===== config.mk =====
export PLATFORM = sky130hd
export DESIGN_NAME = bhtt_ctrl
export DESIGN_NICKNAME = d
export VERILOG_FILES = /design/src/design/bhtt_pkg.sv /design/src/design/bhtt_ctrl.sv
export SDC_FILE = /design/constraint.sdc
export NUM_CORES = 1
export LEC_CHECK = 0
export ABC_CLOCK_PERIOD_IN_PS = 5600
export BUFFER_PORTS_ARGS = -buffer_cell sky130_fd_sc_hd__buf_4
export CAP_MARGIN = 20
export CORE_ASPECT_RATIO = 1.4
export CORE_MARGIN = 10
export CORE_UTILIZATION = 40
export CTS_CLUSTER_DIAMETER = 80
export CTS_CLUSTER_SIZE = 25
export DETAILED_ROUTE_END_ITERATION = 6
export SYNTH_ARGS = -nofsm -noshare
export SYNTH_HDL_FRONTEND = slang
export SYNTH_SLANG_ARGS = --single-unit

===== constraint.sdc =====
create_clock -name clk_i -period 5.6 [get_ports clk_i]
set_clock_uncertainty 0.15 [all_clocks]
set_input_delay 0.84 -clock clk_i [delete_from_list [all_inputs] [get_ports clk_i]]
set_output_delay 0.84 -clock clk_i [all_outputs]
set_load 0.01 [all_outputs]

===== src/design/bhtt_pkg.sv =====
`timescale 1ns / 1ps

package bhtt_pkg;

  // default geometry
  localparam int TrackSlotsDef   = 16;
  localparam int HistoryDepthDef = 8;

  // register reset values and indexes
  localparam logic [7:0]  FRAME_RATE_RST = 8'd30;
  localparam logic [15:0] MIN_FIT_RST    = 16'd52429;
  localparam logic        CFG_FRAME_RATE = 1'b0;
  localparam logic        CFG_MIN_FIT    = 1'b1;

  // largest frame offset used in the fit
  localparam logic [31:0] OFFSET_MAX = 32'h00FF_FFFF;

  // item kinds
  localparam logic [1:0] KIND_OBSERVE  = 2'd0;
  localparam logic [1:0] KIND_EVALUATE = 2'd1;
  localparam logic [1:0] KIND_DROP     = 2'd2;

  // result status codes
  localparam logic [3:0] ST_OK          = 4'd0;
  localparam logic [3:0] ST_ZERO_HEIGHT = 4'd1;
  localparam logic [3:0] ST_TABLE_FULL  = 4'd2;
  localparam logic [3:0] ST_NO_TRACK    = 4'd3;
  localparam logic [3:0] ST_SHORT_HIST  = 4'd4;
  localparam logic [3:0] ST_FLAT_TIME   = 4'd5;
  localparam logic [3:0] ST_FLAT_HEIGHT = 4'd6;
  localparam logic [3:0] ST_POOR_FIT    = 4'd7;
  localparam logic [3:0] ST_NOT_APPR    = 4'd8;

  typedef struct packed {
    logic [1:0]  kind;
    logic [15:0] object_id;
    logic [31:0] frame_number;
    logic [15:0] box_height;
  } in_item_t;

  typedef struct packed {
    logic        accepted;
    logic [3:0]  status;
    logic [15:0] ttc_seconds;
    logic [3:0]  history_length;
  } out_item_t;

  // datapath operations
  typedef enum logic [4:0] {
    OP_NONE,
    OP_LATCH,
    OP_SCAN_RD,
    OP_SCAN_CMP,
    OP_OBS,
    OP_DROP,
    OP_OTHER,
    OP_EVAL_RES,
    OP_OLD_RD,
    OP_OLD_CAP,
    OP_SMP_RD,
    OP_SMP_MUL,
    OP_SMP_ACC,
    OP_MUL_GO,
    OP_MUL_PUT,
    OP_TTC_SAT,
    OP_DIV_INIT,
    OP_DIV_STEP,
    OP_OUT_LOAD
  } dp_op_e;

  // products formed by the shared multiplier
  typedef enum logic [3:0] {
    MS_STST,
    MS_SHSH,
    MS_STSH,
    MS_LHS,
    MS_QSYY,
    MS_RHS,
    MS_DEN,
    MS_NUM,
    MS_SAT
  } mul_sel_e;

  typedef struct packed {
    dp_op_e     op;
    mul_sel_e   sel;
    logic [3:0] code;
  } dp_cmd_t;

  typedef struct packed {
    logic [1:0] kind;
    logic       hit;
    logic       full_hist;
    logic       scan_last;
    logic       smp_last;
    logic       mul_busy;
    logic       sxx_zero;
    logic       syy_zero;
    logic       fit_poor;
    logic       not_appr;
    logic       ttc_sat;
    logic       div_last;
  } dp_stat_t;

endpackage


===== src/design/bhtt_ctrl.sv =====
`timescale 1ns / 1ps

module bhtt_ctrl (
  input  logic              clk_i,
  input  logic              rst_ni,
  input  logic              in_valid_i,
  output logic              in_ready_o,
  output logic              out_valid_o,
  input  logic              out_ready_i,
  input  bhtt_pkg::dp_stat_t stat_i,
  output bhtt_pkg::dp_cmd_t  cmd_o
);
  import bhtt_pkg::*;

  typedef enum logic [4:0] {
    S_IDLE,
    S_SCAN_RD,
    S_SCAN_CMP,
    S_DISP,
    S_OLD_CAP,
    S_SMP_RD,
    S_SMP_MUL,
    S_SMP_ACC,
    S_MUL_GO,
    S_MUL_WAIT,
    S_CHK_FLAT,
    S_CHK_FIT,
    S_CHK_SAT,
    S_DIV,
    S_EV_RES,
    S_RESP
  } state_e;

  state_e     state_q;
  mul_sel_e   sel_q;
  logic [3:0] code_q;
  logic       out_valid_q;
  logic       load;

  assign in_ready_o  = (state_q == S_IDLE);
  assign out_valid_o = out_valid_q;
  assign load        = (state_q == S_RESP) && (!out_valid_q || out_ready_i);

  // state, product select, status code and output valid
  always_ff @(posedge clk_i or negedge rst_ni) begin
    if (!rst_ni) begin
      state_q     <= S_IDLE;
      sel_q       <= MS_STST;
      code_q      <= ST_OK;
      out_valid_q <= 1'b0;
    end else begin
      if (out_ready_i) begin
        out_valid_q <= 1'b0;
      end
      case (state_q)
        S_IDLE: begin
          if (in_valid_i) state_q <= S_SCAN_RD;
        end
        S_SCAN_RD: state_q <= S_SCAN_CMP;
        S_SCAN_CMP: begin
          state_q <= stat_i.scan_last ? S_DISP : S_SCAN_RD;
        end
        S_DISP: begin
          if (stat_i.kind == KIND_EVALUATE && stat_i.hit && stat_i.full_hist) begin
            state_q <= S_OLD_CAP;
          end else begin
            state_q <= S_RESP;
          end
        end
        S_OLD_CAP: state_q <= S_SMP_RD;
        S_SMP_RD:  state_q <= S_SMP_MUL;
        S_SMP_MUL: state_q <= S_SMP_ACC;
        S_SMP_ACC: begin
          if (stat_i.smp_last) begin
            sel_q   <= MS_STST;
            state_q <= S_MUL_GO;
          end else begin
            state_q <= S_SMP_RD;
          end
        end
        S_MUL_GO: state_q <= S_MUL_WAIT;
        S_MUL_WAIT: begin
          if (!stat_i.mul_busy) begin
            state_q <= S_MUL_GO;
            case (sel_q)
              MS_STST: sel_q <= MS_SHSH;
              MS_SHSH: sel_q <= MS_STSH;
              MS_STSH: state_q <= S_CHK_FLAT;
              MS_LHS:  sel_q <= MS_QSYY;
              MS_QSYY: sel_q <= MS_RHS;
              MS_RHS:  state_q <= S_CHK_FIT;
              MS_DEN:  sel_q <= MS_NUM;
              MS_NUM:  sel_q <= MS_SAT;
              default: state_q <= S_CHK_SAT;
            endcase
          end
        end
        S_CHK_FLAT: begin
          if (stat_i.sxx_zero) begin
            code_q  <= ST_FLAT_TIME;
            state_q <= S_EV_RES;
          end else if (stat_i.syy_zero) begin
            code_q  <= ST_FLAT_HEIGHT;
            state_q <= S_EV_RES;
          end else begin
            sel_q   <= MS_LHS;
            state_q <= S_MUL_GO;
          end
        end
        S_CHK_FIT: begin
          if (stat_i.fit_poor) begin
            code_q  <= ST_POOR_FIT;
            state_q <= S_EV_RES;
          end else if (stat_i.not_appr) begin
            code_q  <= ST_NOT_APPR;
            state_q <= S_EV_RES;
          end else begin
            sel_q   <= MS_DEN;
            state_q <= S_MUL_GO;
          end
        end
        S_CHK_SAT: begin
          code_q  <= ST_OK;
          state_q <= stat_i.ttc_sat ? S_EV_RES : S_DIV;
        end
        S_DIV: begin
          if (stat_i.div_last) state_q <= S_EV_RES;
        end
        S_EV_RES: state_q <= S_RESP;
        S_RESP: begin
          if (load) begin
            out_valid_q <= 1'b1;
            state_q     <= S_IDLE;
          end
        end
        default: state_q <= S_IDLE;
      endcase
    end
  end

  // command decode
  always_comb begin
    cmd_o.op   = OP_NONE;
    cmd_o.sel  = sel_q;
    cmd_o.code = ST_OK;
    case (state_q)
      S_IDLE:     if (in_valid_i) cmd_o.op = OP_LATCH;
      S_SCAN_RD:  cmd_o.op = OP_SCAN_RD;
      S_SCAN_CMP: cmd_o.op = OP_SCAN_CMP;
      S_DISP: begin
        case (stat_i.kind)
          KIND_OBSERVE: cmd_o.op = OP_OBS;
          KIND_DROP:    cmd_o.op = OP_DROP;
          KIND_EVALUATE: begin
            if (!stat_i.hit) begin
              cmd_o.op   = OP_EVAL_RES;
              cmd_o.code = ST_NO_TRACK;
            end else if (!stat_i.full_hist) begin
              cmd_o.op   = OP_EVAL_RES;
              cmd_o.code = ST_SHORT_HIST;
            end else begin
              cmd_o.op = OP_OLD_RD;
            end
          end
          default: cmd_o.op = OP_OTHER;
        endcase
      end
      S_OLD_CAP:  cmd_o.op = OP_OLD_CAP;
      S_SMP_RD:   cmd_o.op = OP_SMP_RD;
      S_SMP_MUL:  cmd_o.op = OP_SMP_MUL;
      S_SMP_ACC:  cmd_o.op = OP_SMP_ACC;
      S_MUL_GO:   cmd_o.op = OP_MUL_GO;
      S_MUL_WAIT: if (!stat_i.mul_busy) cmd_o.op = OP_MUL_PUT;
      S_CHK_SAT:  cmd_o.op = stat_i.ttc_sat ? OP_TTC_SAT : OP_DIV_INIT;
      S_DIV:      cmd_o.op = OP_DIV_STEP;
      S_EV_RES: begin
        cmd_o.op   = OP_EVAL_RES;
        cmd_o.code = code_q;
      end
      S_RESP:     if (load) cmd_o.op = OP_OUT_LOAD;
      default:    cmd_o.op = OP_NONE;
    endcase
  end

endmodule


# == Word-level counts from Yosys, hierarchy flattened ==
# Index checks and enable logic that the tools add are counted.
# totals
regBits,14
in_bits,17
output_inout_bits,15
wordCells,96
# classes
eq_ne,36
n_mux,42
n_reduce_logical,14
# ops
operator,count
5-bit one-hot mux with 16 select lines,1
5-bit one-hot mux with 14 select lines,1
4-bit two-way mux,15
"5-bit by 4-bit == test with 1-bit output, second input constant",8
5-bit two-way mux,6
4-bit one-hot mux with 3 select lines,2
4-bit one-hot mux with 6 select lines,1
3-bit two-way mux,7
"5-bit by 3-bit == test with 1-bit output, second input constant",4
"2-bit inequality test, second input constant",9
"4-bit by 3-bit == test with 1-bit output, second input constant",4
4-bit one-hot mux with 4 select lines,1
"5-bit by 2-bit == test with 1-bit output, second input constant",2
3-bit one-hot mux with 3 select lines,1
"4-bit by 2-bit == test with 1-bit output, second input constant",2
4-bit one-hot mux with 2 select lines,1
8-bit AND reduction,1
"7-bit by 1-bit inequality test with 1-bit output, second input constant",1
"3-bit inequality test, second input constant",2
6-bit OR reduction,1
"5-bit by 1-bit == test with 1-bit output, second input constant",1
5-bit zero test,1
"4-bit by 1-bit == test with 1-bit output, second input constant",1
4-bit zero test,1
other kinds (12),18

# == Longest topological paths before layout ==
# Gate-level depths: netlist of the first run.
# logic_depth
ltp_word,5
depth_mapped,7
mapped_depth_nobuf,5

# == Worst setup path after synthesis of the first run ==
# No wires, ideal clock.
# synth_timing
kind,input to output
startpoint,input stat_i[11] (netlist name)
endpoint,output cmd_o[11] (netlist name)
arrival_ns,1.692
t_required_ns,4.610
setup_slack_ns,2.918
path_stages,3
path_buffers,0
path_cell_list,inv_1 -> or3_1 -> o311ai_1
# synth_rtl
element,line_no,text
"start, declared",bhtt_ctrl.sv:10,"input bhtt_pkg::dp_stat_t stat_i,"
"end, declared",bhtt_ctrl.sv:11,output bhtt_pkg::dp_cmd_t cmd_o

==> run metrics, run 1 <==
status=complete, no violations; CP Capture Type=output pin; Final nets=205; Mean Syn Cell Area=7.66 sq um; most common cell in the synthesized netlist=nor2_1; Slew Viols, Final=0; Leakage=0.663 nW; clock latency on the worst-skew pair=0.25 ns; combinational power share=58.0%; Sw Pwr=417 uW; largest area contributor in the netlist=dfrtp_1; register bit count reported by yosys=13; pwr dens=556 mW/mm^2; Post-Synthesis Cells=162; crit-path max FO=29; Total Routing Usage GR=13.1%; port bufs=31; row count=23; core region area=0.00294 sq mm; crit path max-delay cell type=dfrtp_1; Post-synth EDFFs=0; DRC viols=0; TritonRoute pass-1 iters=4; hold_buf cts=0; prevailing post-synth register cell=dfrtp_1; initial drt markers=61; ys async rst share=100%; Worst-Margin Slew=0.873 ns; Hold WS=0.277 ns; Switching Share=49.9%; Critical Path RT=4.61 ns; Hold/Removal Path Class=primary input to async pin; crit path DAT=2.41 ns; synthesis-to-layout area growth=21.2%; Peak VDD IR=0.234 mV; top-area cell type share of the netlist area=26.2%; total chip power=837 uW; WL/cell=16.4 um; CTS resizes=0; final setup TNS=0 ns; total global routing overflow=0; Worst-path clk slew=0.06 ns; RD Place Congestion=0.873; WS Path Type=flip-flop to output pin; largest net degree at the start of global routing=30; CTS tree=yes; sequential power share=31.4%; fillers=302; clk buf depth=2; unrepaired setup endpoints after global routing=false; clock buffer count from CTS=3; Die Wd=67.1 um; die footprint=0.00576 sq mm; crit path time final=3.40 ns; Max Fclk=294 MHz; Power Internal=420 uW; WL final=3680 um; Starting Density=42.3%; Net Count, Synth=179; CP cell instances=nand2_2 -> or3_1 -> nor2_1 -> a22oi_1 -> o21ai_0 -> buf_4; Ys Warns=0; Boundary Pins=32; synth unique cells=48; die span in y=85.9 um; clk sinks=13; setup violators final=0; Seq/Total Area, Yosys=26.2%; vias in the first global route=1355; Clk pwr share=10.6%; fin crit share=60.6%; Via Count=1315; HPWL after DPL=2820 um; ANT nets after route=0; initial antenna violation count=0; slew margin rel.=41.8%; layout cells sized above 1=24.1%; Max-Cap Viols=0; n_diodes=0; crit start category=flip-flop; post-CTS setup buffers=0; crit-path max cell delay=0.91 ns; Post-Syn Area=0.00124 sq mm; endpoints failing hold=0; first-pass GRT wire length=6180 um; top cells by area, synth=dfrtp_1 26%, nor2_1 6.4%, a21oi_1 5.2%; root buffer cell=clkbuf_8; Post-synth top cells=21 x nor2_1, 13 x a21oi_1, 13 x dfrtp_1, 13 x o21ai_0, 12 x nor3_1; average via count per standard cell=5.87; H-tree depth=1
## worst max-delay path: cells and delay by family (launching register included)
kind,cells,cell delay [ns]
DFF,1,0.91
and+or+nand+nor,3,0.84
AOI/OAI and AO/OA,2,0.23
buffers and inverters,1,0.16
## logic make-up after synthesis
group,Yosys count,synth area share (%)
compound gates,57,32.0
flops,13,26.2
buf+inv,18,7.46
simple gates,70,30.7
mux,4,3.63
## sequential cells by signal (all words and copies together), names as in the netlist
register and count:
sel_q 4, state_q 4, code_q 4, out_valid_o 1
## cells in the final DEF (no fill, tap or decap), drive strengths merged, types with 2 or more instances in the layout
master / instances
nand2b: 4
o31ai: 3
a31oi: 4
mux2i: 3
inv: 8
nor2: 21
nor2b: 4
a21oi: 14
o21ai: 14
nand3: 4
buf: 31
o32ai: 4
nor3: 12
a21o: 4
nand4: 2
a211oi: 2
clkbuf: 3
o22ai: 2
dfrtp: 13
nor3b: 3
nand2: 13
## metrics by stage
| step | cells | utilization, % | instance area (sq um) | worst slack [ns] |
|---|---|---|---|---|
| after global placement | 220 | 49.7 | 1460 | 2.59 |
| after global routing | 224 | 51.2 | 1500 | 2.05 |
| after floorplan | 162 | - | 1240 | 2.92 |
| after CTS | 224 | 51.2 | 1500 | 2.22 |
| final | 224 | 51.2 | 1500 | 2.20 |
| after detailed placement | 220 | 49.7 | 1460 | 2.49 |
## power groups by stage
stage | combinational (mW) | clock [mW] | sequential (mW)
final | 0.486 | 0.0887 | 0.262
after global routing | 0.543 | 0.0937 | 0.275
after CTS | 0.491 | 0.0906 | 0.260
after detailed placement | 0.490 | 0 | 0.261
after global placement | 0.488 | 0 | 0.257
after floorplan | 0.430 | 0 | 0.175
## per-layer routing
layer | vias up | routed length, um | GRT usage [%]
met3 | 7 | 208 | 2.21
met1 | 621 | 1430 | 14.6
met4 | 0 | 66 | 5.06
met2 | 42 | 1980 | 23.4
li1 | 645 | - | -
met5 | - | 0 | 0
## cell type report
type	instances	area, sq um	area share [%]
Tap cell	37	46.3	3.08
Inverter	8	30.0	2.00
Sequential cell	13	325	21.6
Clock inverter	1	5.00	0.333
Timing Repair Buffer	31	233	15.5
Multi-Input combinational cell	131	823	54.7
Clock buffer	3	41.3	2.75
## final timing paths
path | end | startpoint | slack (ns) | depth (start not counted)
min in group clk_i | code_q[1] | code_q[1] | 0.34 | 2
setup / recovery | cmd_o[8] | state_q[1] | 2.20 | 6
max in group asynchronous | code_q[0] | rst_ni | 4.86 | 1
hold reg to reg | code_q[1] | code_q[1] | 0.34 | 2
setup reg to reg | sel_q[0] | state_q[1] | 3.03 | 5
hold / removal | state_q[3] | rst_ni | 0.28 | 1
Power figures use the tool's default switching activity.
==> run 2: changes to the inputs <==
--- a/config.mk
+++ b/config.mk
@@ -5,7 +5,7 @@
 export SDC_FILE = /design/constraint.sdc
 export NUM_CORES = 1
 export LEC_CHECK = 0
-export ABC_CLOCK_PERIOD_IN_PS = 5600
+export ABC_CLOCK_PERIOD_IN_PS = 3400
 export BUFFER_PORTS_ARGS = -buffer_cell sky130_fd_sc_hd__buf_4
 export CAP_MARGIN = 20
 export CORE_ASPECT_RATIO = 1.4
==> constraint.sdc (replaced) <==
create_clock -name clk_i -period 3.4 [get_ports clk_i]
set_clock_uncertainty 0.15 [all_clocks]
set_input_delay 0.51 -clock clk_i [delete_from_list [all_inputs] [get_ports clk_i]]
set_output_delay 0.51 -clock clk_i [all_outputs]
set_load 0.01 [all_outputs]
==> run metrics, run 2 (same netlist as run 1, synthesis figures left out) <==
delay-heaviest family, CP=simple AND/OR/NAND/NOR gates; CP Buf/Inv Count=1; Starting Density=42.3%; DRC viols=0; crit-path max cell delay=0.58 ns; status=complete, no violations; Boundary Pins=32; fin crit share=82.7%; Die Wd=67.1 um; commonest non-fill, non-tap cells in the layout=34 x buf_4, 21 x nor2_1, 13 x a21oi_1, 13 x o21ai_0, 13 x dfrtp_1; Critical Path RT=2.74 ns; clock buffer count from CTS=3; clock latency on the worst-skew pair=0.26 ns; WHS Path Cells=2; CP Capture Type=output pin; root buffer cell=clkbuf_8; Slew Viols, Final=0; Peak VDD IR=0.397 mV; initial drt markers=68; Max-Cap Viols=0; final setup TNS=0 ns; Hold/Removal Path Class=primary input to flip-flop; Worst-path clk slew=0.07 ns; crit path time final=2.81 ns; Hold WS=0.330 ns; HPWL after DPL=3020 um; WS Path Type=flip-flop to output pin; Final nets=209; pre-CTS setup slack=0.903 ns; endpoints failing hold=0; Via Count=1341; Switching Share=49.8%; RD Place Congestion=0.841; H-tree depth=1; layout cells sized above 1=25.1%; average via count per standard cell=5.88; CTS resizes=0; die span in y=85.9 um; Final Worst Setup Slack=0.589 ns; vias in the first global route=1330; hold_buf cts=1; clk sinks=13; crit path max-delay cell type=dfrtp_1; Total Routing Usage GR=13.6%; commonest non-fill, non-tap cell in the layout=buf_4; setup violators final=0; total global routing overflow=0; Power Internal=716 uW; crit path DAT=2.15 ns; TritonRoute pass-1 iters=4; total chip power=1.43 mW; Clk pwr share=10.8%; Leakage=0.682 nW; synthesis-to-layout area growth=23.8%; core region area=0.00294 sq mm; combinational power share=66.2%; Final Util=52.3%; WL final=3880 um; port bufs=31; die footprint=0.00576 sq mm; row count=23; pwr dens=928 mW/mm^2; slew margin rel.=62.3%; WL/cell=17.0 um; post-CTS setup buffers=0; sequential power share=23.1%; initial antenna violation count=0; worst r2r path cells=6; crit start category=flip-flop; n_diodes=0; CP cell instances=or2_4 -> or3_1 -> nor2_1 -> a22oi_1 -> o21ai_0 -> buf_4; clk buf depth=2; largest net degree at the start of global routing=26; Sw Pwr=709 uW; largest registers=code_q: 4 flops, sel_q: 4 flops, state_q: 4 flops; crit-path max FO=19; CTS tree=yes; Max Fclk=356 MHz; unrepaired setup endpoints after global routing=false; ANT nets after route=0; first-pass GRT wire length=6290 um; Worst-Margin Slew=0.561 ns; Stages on worst setup path=6
[run 2: path summary, 6_finish.rpt]
path / to / from / slack [ns]
worst max-delay path: cmd_o[8] / state_q[2] / 0.59
worst min-delay path: code_q[3] / stat_i[2] / 0.33
worst max register to register: sel_q[0] / state_q[0] / 1.11
worst min register to register: code_q[1] / code_q[1] / 0.34
max in group asynchronous: code_q[0] / rst_ni / 2.45
min in group asynchronous: state_q[0] / rst_ni / 0.48
[run 2: worst register-to-register path, stage by stage (launching register included)]
cell	delay [ns]
dfrtp_1	0.48
buf_4	0.27
nand2b_1	0.26
o32ai_4	0.15
a21oi_2	0.17
nor3b_4	0.37
mux2_4	0.33
[run 2: layer usage]
layer	vias to the layer above	wire (um)	global-route usage (%)
met5	-	0	0
met4	0	73	3.93
met3	9	234	3.13
met2	53	2160	25.5
met1	627	1410	14.1
li1	652	-	-
[run 2: through the flow]
stage / area, sq um / cells
after floorplan: 1240 / 162
after global placement: 1480 / 223
after detailed placement: 1480 / 223
after CTS: 1540 / 228
after global routing: 1540 / 228
final: 1540 / 228
[run 2: final cells by class]
type | instances | area [sq um]
clock buffers | 3 | 41.3
flip-flops and latches | 13 | 325
fillers | 314 | 1400
clock inverters | 1 | 5.00
inverters | 8 | 30.0
repair buffers | 35 | 265
well taps | 37 | 46.3
multi-input cells | 131 | 823
[run 2: power groups by stage]
stage               Sequential (mW)  Combinational [mW]  Clock [mW]
CTS                           0.330               0.948       0.156
global placement              0.329               0.932           0
finish                        0.329               0.943       0.154
floorplan                     0.289               0.708           0
detailed placement            0.333               0.943           0
global route                  0.348                1.04       0.161
==> run 3: changes to the inputs <==
--- a/config.mk
+++ b/config.mk
@@ -5,7 +5,8 @@
 export SDC_FILE = /design/constraint.sdc
 export NUM_CORES = 1
 export LEC_CHECK = 0
-export ABC_CLOCK_PERIOD_IN_PS = 3400
+export ABC_AREA = 1
+export ABC_CLOCK_PERIOD_IN_PS = 2500
 export BUFFER_PORTS_ARGS = -buffer_cell sky130_fd_sc_hd__buf_4
 export CAP_MARGIN = 20
 export CORE_ASPECT_RATIO = 1.4
@@ -14,6 +15,7 @@
 export CTS_CLUSTER_DIAMETER = 80
 export CTS_CLUSTER_SIZE = 25
 export DETAILED_ROUTE_END_ITERATION = 6
+export PLACE_DENSITY = 0.65
 export SYNTH_ARGS = -nofsm -noshare
 export SYNTH_HDL_FRONTEND = slang
 export SYNTH_SLANG_ARGS = --single-unit
==> constraint.sdc (replaced) <==
create_clock -name clk_i -period 2.5 [get_ports clk_i]
set_clock_uncertainty 0.15 [all_clocks]
set_input_delay 0.375 -clock clk_i [delete_from_list [all_inputs] [get_ports clk_i]]
set_output_delay 0.375 -clock clk_i [all_outputs]
set_load 0.01 [all_outputs]
==> run metrics, run 3 <==
status=complete, no violations; Hold WS=0.164 ns; Slew Viols, Final=0; top-area cell type share of the netlist area=25.4%; crit start category=flip-flop; Post-synth EDFFs=0; prevailing post-synth register cell=dfrtp_1; placed instance area=0.00155 sq mm; crit path DAT=1.77 ns; average via count per standard cell=4.96; CTS tree=yes; RD Place Congestion=0.972; Worst-Margin Slew=0.379 ns; WL final=3820 um; setup violators final=0; CP Capture Type=output pin; Final nets=269; pre-CTS setup slack=0.403 ns; Post-Syn Area=0.00128 sq mm; CP cell instances=inv_2 -> nor2_2 -> nand2_1 -> nor2_1 -> nor3_1 -> o211ai_1 -> buf_4; commonest non-fill, non-tap cell in the layout=nand2_1; final setup TNS=0 ns; WL/cell=13.2 um; clk buf depth=2; fin crit share=92.0%; initial drt markers=82; largest net degree at the start of global routing=14; Hold/Removal Path Class=primary input to flip-flop; Ys Warns=0; Peak VDD IR=0.518 mV; Boundary Pins=32; crit path max-delay cell type=dfrtp_1; most common cell in the synthesized netlist=nand2_1; cell area after layout=0.00161 sq mm; largest area contributor in the netlist=dfrtp_1; Post-Synthesis Cells=217; Leakage=0.907 nW; synth unique cells=26; clk sinks=13; Max-Cap Viols=0; commonest non-fill, non-tap cells in the layout=71 x nand2_1, 31 x buf_4, 30 x nor2_1; crit-path max cell delay=0.57 ns; Non-Filler Instances=290; total global routing overflow=0; Via Count=1437; core region area=0.00309 sq mm; synthesis-to-layout area growth=25.2%; Worst-path clk slew=0.06 ns; placed insts=285; vias in the first global route=1461; first-pass GRT wire length=6450 um; Final Worst Setup Slack=0.201 ns; die footprint=0.00590 sq mm; Max Fclk=435 MHz; clock latency on the worst-skew pair=0.25 ns; unrepaired setup endpoints after global routing=false; Starting Density=41.5%; Mean Syn Cell Area=5.91 sq um; top cells by area, synth=dfrtp_1 25%, nand2_1 21%, nor2_1 8.8%; root buffer cell=clkbuf_8; port bufs=31; Die Wd=67.9 um; HPWL after DPL=3180 um; Total Routing Usage GR=13.8%; slew margin rel.=74.8%; Critical Path RT=1.98 ns; row count=24; WS Path Type=flip-flop to output pin; largest registers=code_q: 4 flops, sel_q: 4 flops, state_q: 4 flops; Net Count, Synth=234; crit-path max FO=9; TritonRoute pass-1 iters=4; die span in y=87.0 um; initial antenna violation count=0; ys async rst share=100%; H-tree depth=1; DRC viols=0; ANT nets after route=0; register bit count reported by yosys=13; crit path time final=2.30 ns; n_diodes=0; Seq/Total Area, Yosys=25.4%; endpoints failing hold=0; layout cells sized above 1=25.5%; clock buffer count from CTS=3; pwr dens=1100 mW/mm^2; Post-synth top cells=71 x nand2_1, 30 x nor2_1, 26 x inv_1
[run 3: changes by cell type in the layout (fill, tap and decap cells not counted), moves of 6 or more]
cell     delta
a21oi_1    -10
inv_1      +18
inv_2       +6
nand2_1    +60
nand3_1    +12
nor2_1      +9
nor2_2      +7
nor3_1     -10
[run 3: worst max-delay path: cells and delay by family, from the launching register on]
kind                   cells  cell delay [ns]
buffers and inverters      2             0.24
and+or+nand+nor            4             0.63
DFF                        1             0.57
AOI/OAI and AO/OA          1             0.09
[run 3: per-stage QoR]
stage / util (%) / power, mW
2_1_floorplan: - / 1.22
3_3_place_gp: 50.1 / 1.58
3_5_place_dp: 50.1 / 1.58
4_1_cts: 51.9 / 1.78
5_1_grt: 51.9 / 1.95
6_report: 51.9 / 1.77
[run 3: metal layers]
layer  part of all wire (%)  up-vias  routed length, um  GRT usage (%)
li1                       -      750                  -              -
met1                     39      631               1510           15.0
met2                     52       48               1990           24.3
met3                    6.7        8                255           3.87
met4                    1.9        0                 72           4.95
met5                      0        -                  0              0
[run 3: worst paths after layout]
check / startpoint / to / slack (ns) / cells past startpoint
max in group asynchronous: rst_ni / state_q[0] / 1.65 / 2
min in group asynchronous: rst_ni / code_q[3] / 0.36 / 2
worst min-delay path: out_ready_i / out_valid_o / 0.16 / 2
worst max register to register: state_q[3] / state_q[3] / 0.80 / 9
worst min register to register: sel_q[2] / sel_q[2] / 0.40 / 2
worst max-delay path: state_q[3] / cmd_o[9] / 0.20 / 7
[run 3: cell type report]
cell class                 count  area, sq um
inverter                      33          124
sequential                    13          327
clock buffer                   4         45.0
tap                           39         48.8
timing repair buffer          32          243
multi-input combinational    169          818
fill                         352         1490
[run 3: kinds of logic (layout without fill, tap and decap cells)]
kind of cell | Yosys count | count (layout) | synth area share [%]
and+or+nand+nor | 142 | 142 | 51.6
DFF | 13 | 13 | 25.4
AOI/OAI and AO/OA | 27 | 27 | 12.2
buffers and inverters | 35 | 69 | 10.8
[run 3: power breakdown]
group	internal, mW	leakage, nW	switching [mW]
clock network	0.113	0.0228	0.0810
logic	0.434	0.718	0.722
registers	0.299	0.167	0.121
total	0.846	0.907	0.924
[run 3: timing repair]
item,4_1_cts,5_1_grt
setup buffers,0,0
hold buffers,1,0
hold endpoints to repair,13,0
endpoints found under the setup margin,0,1
gates resized for setup,0,1
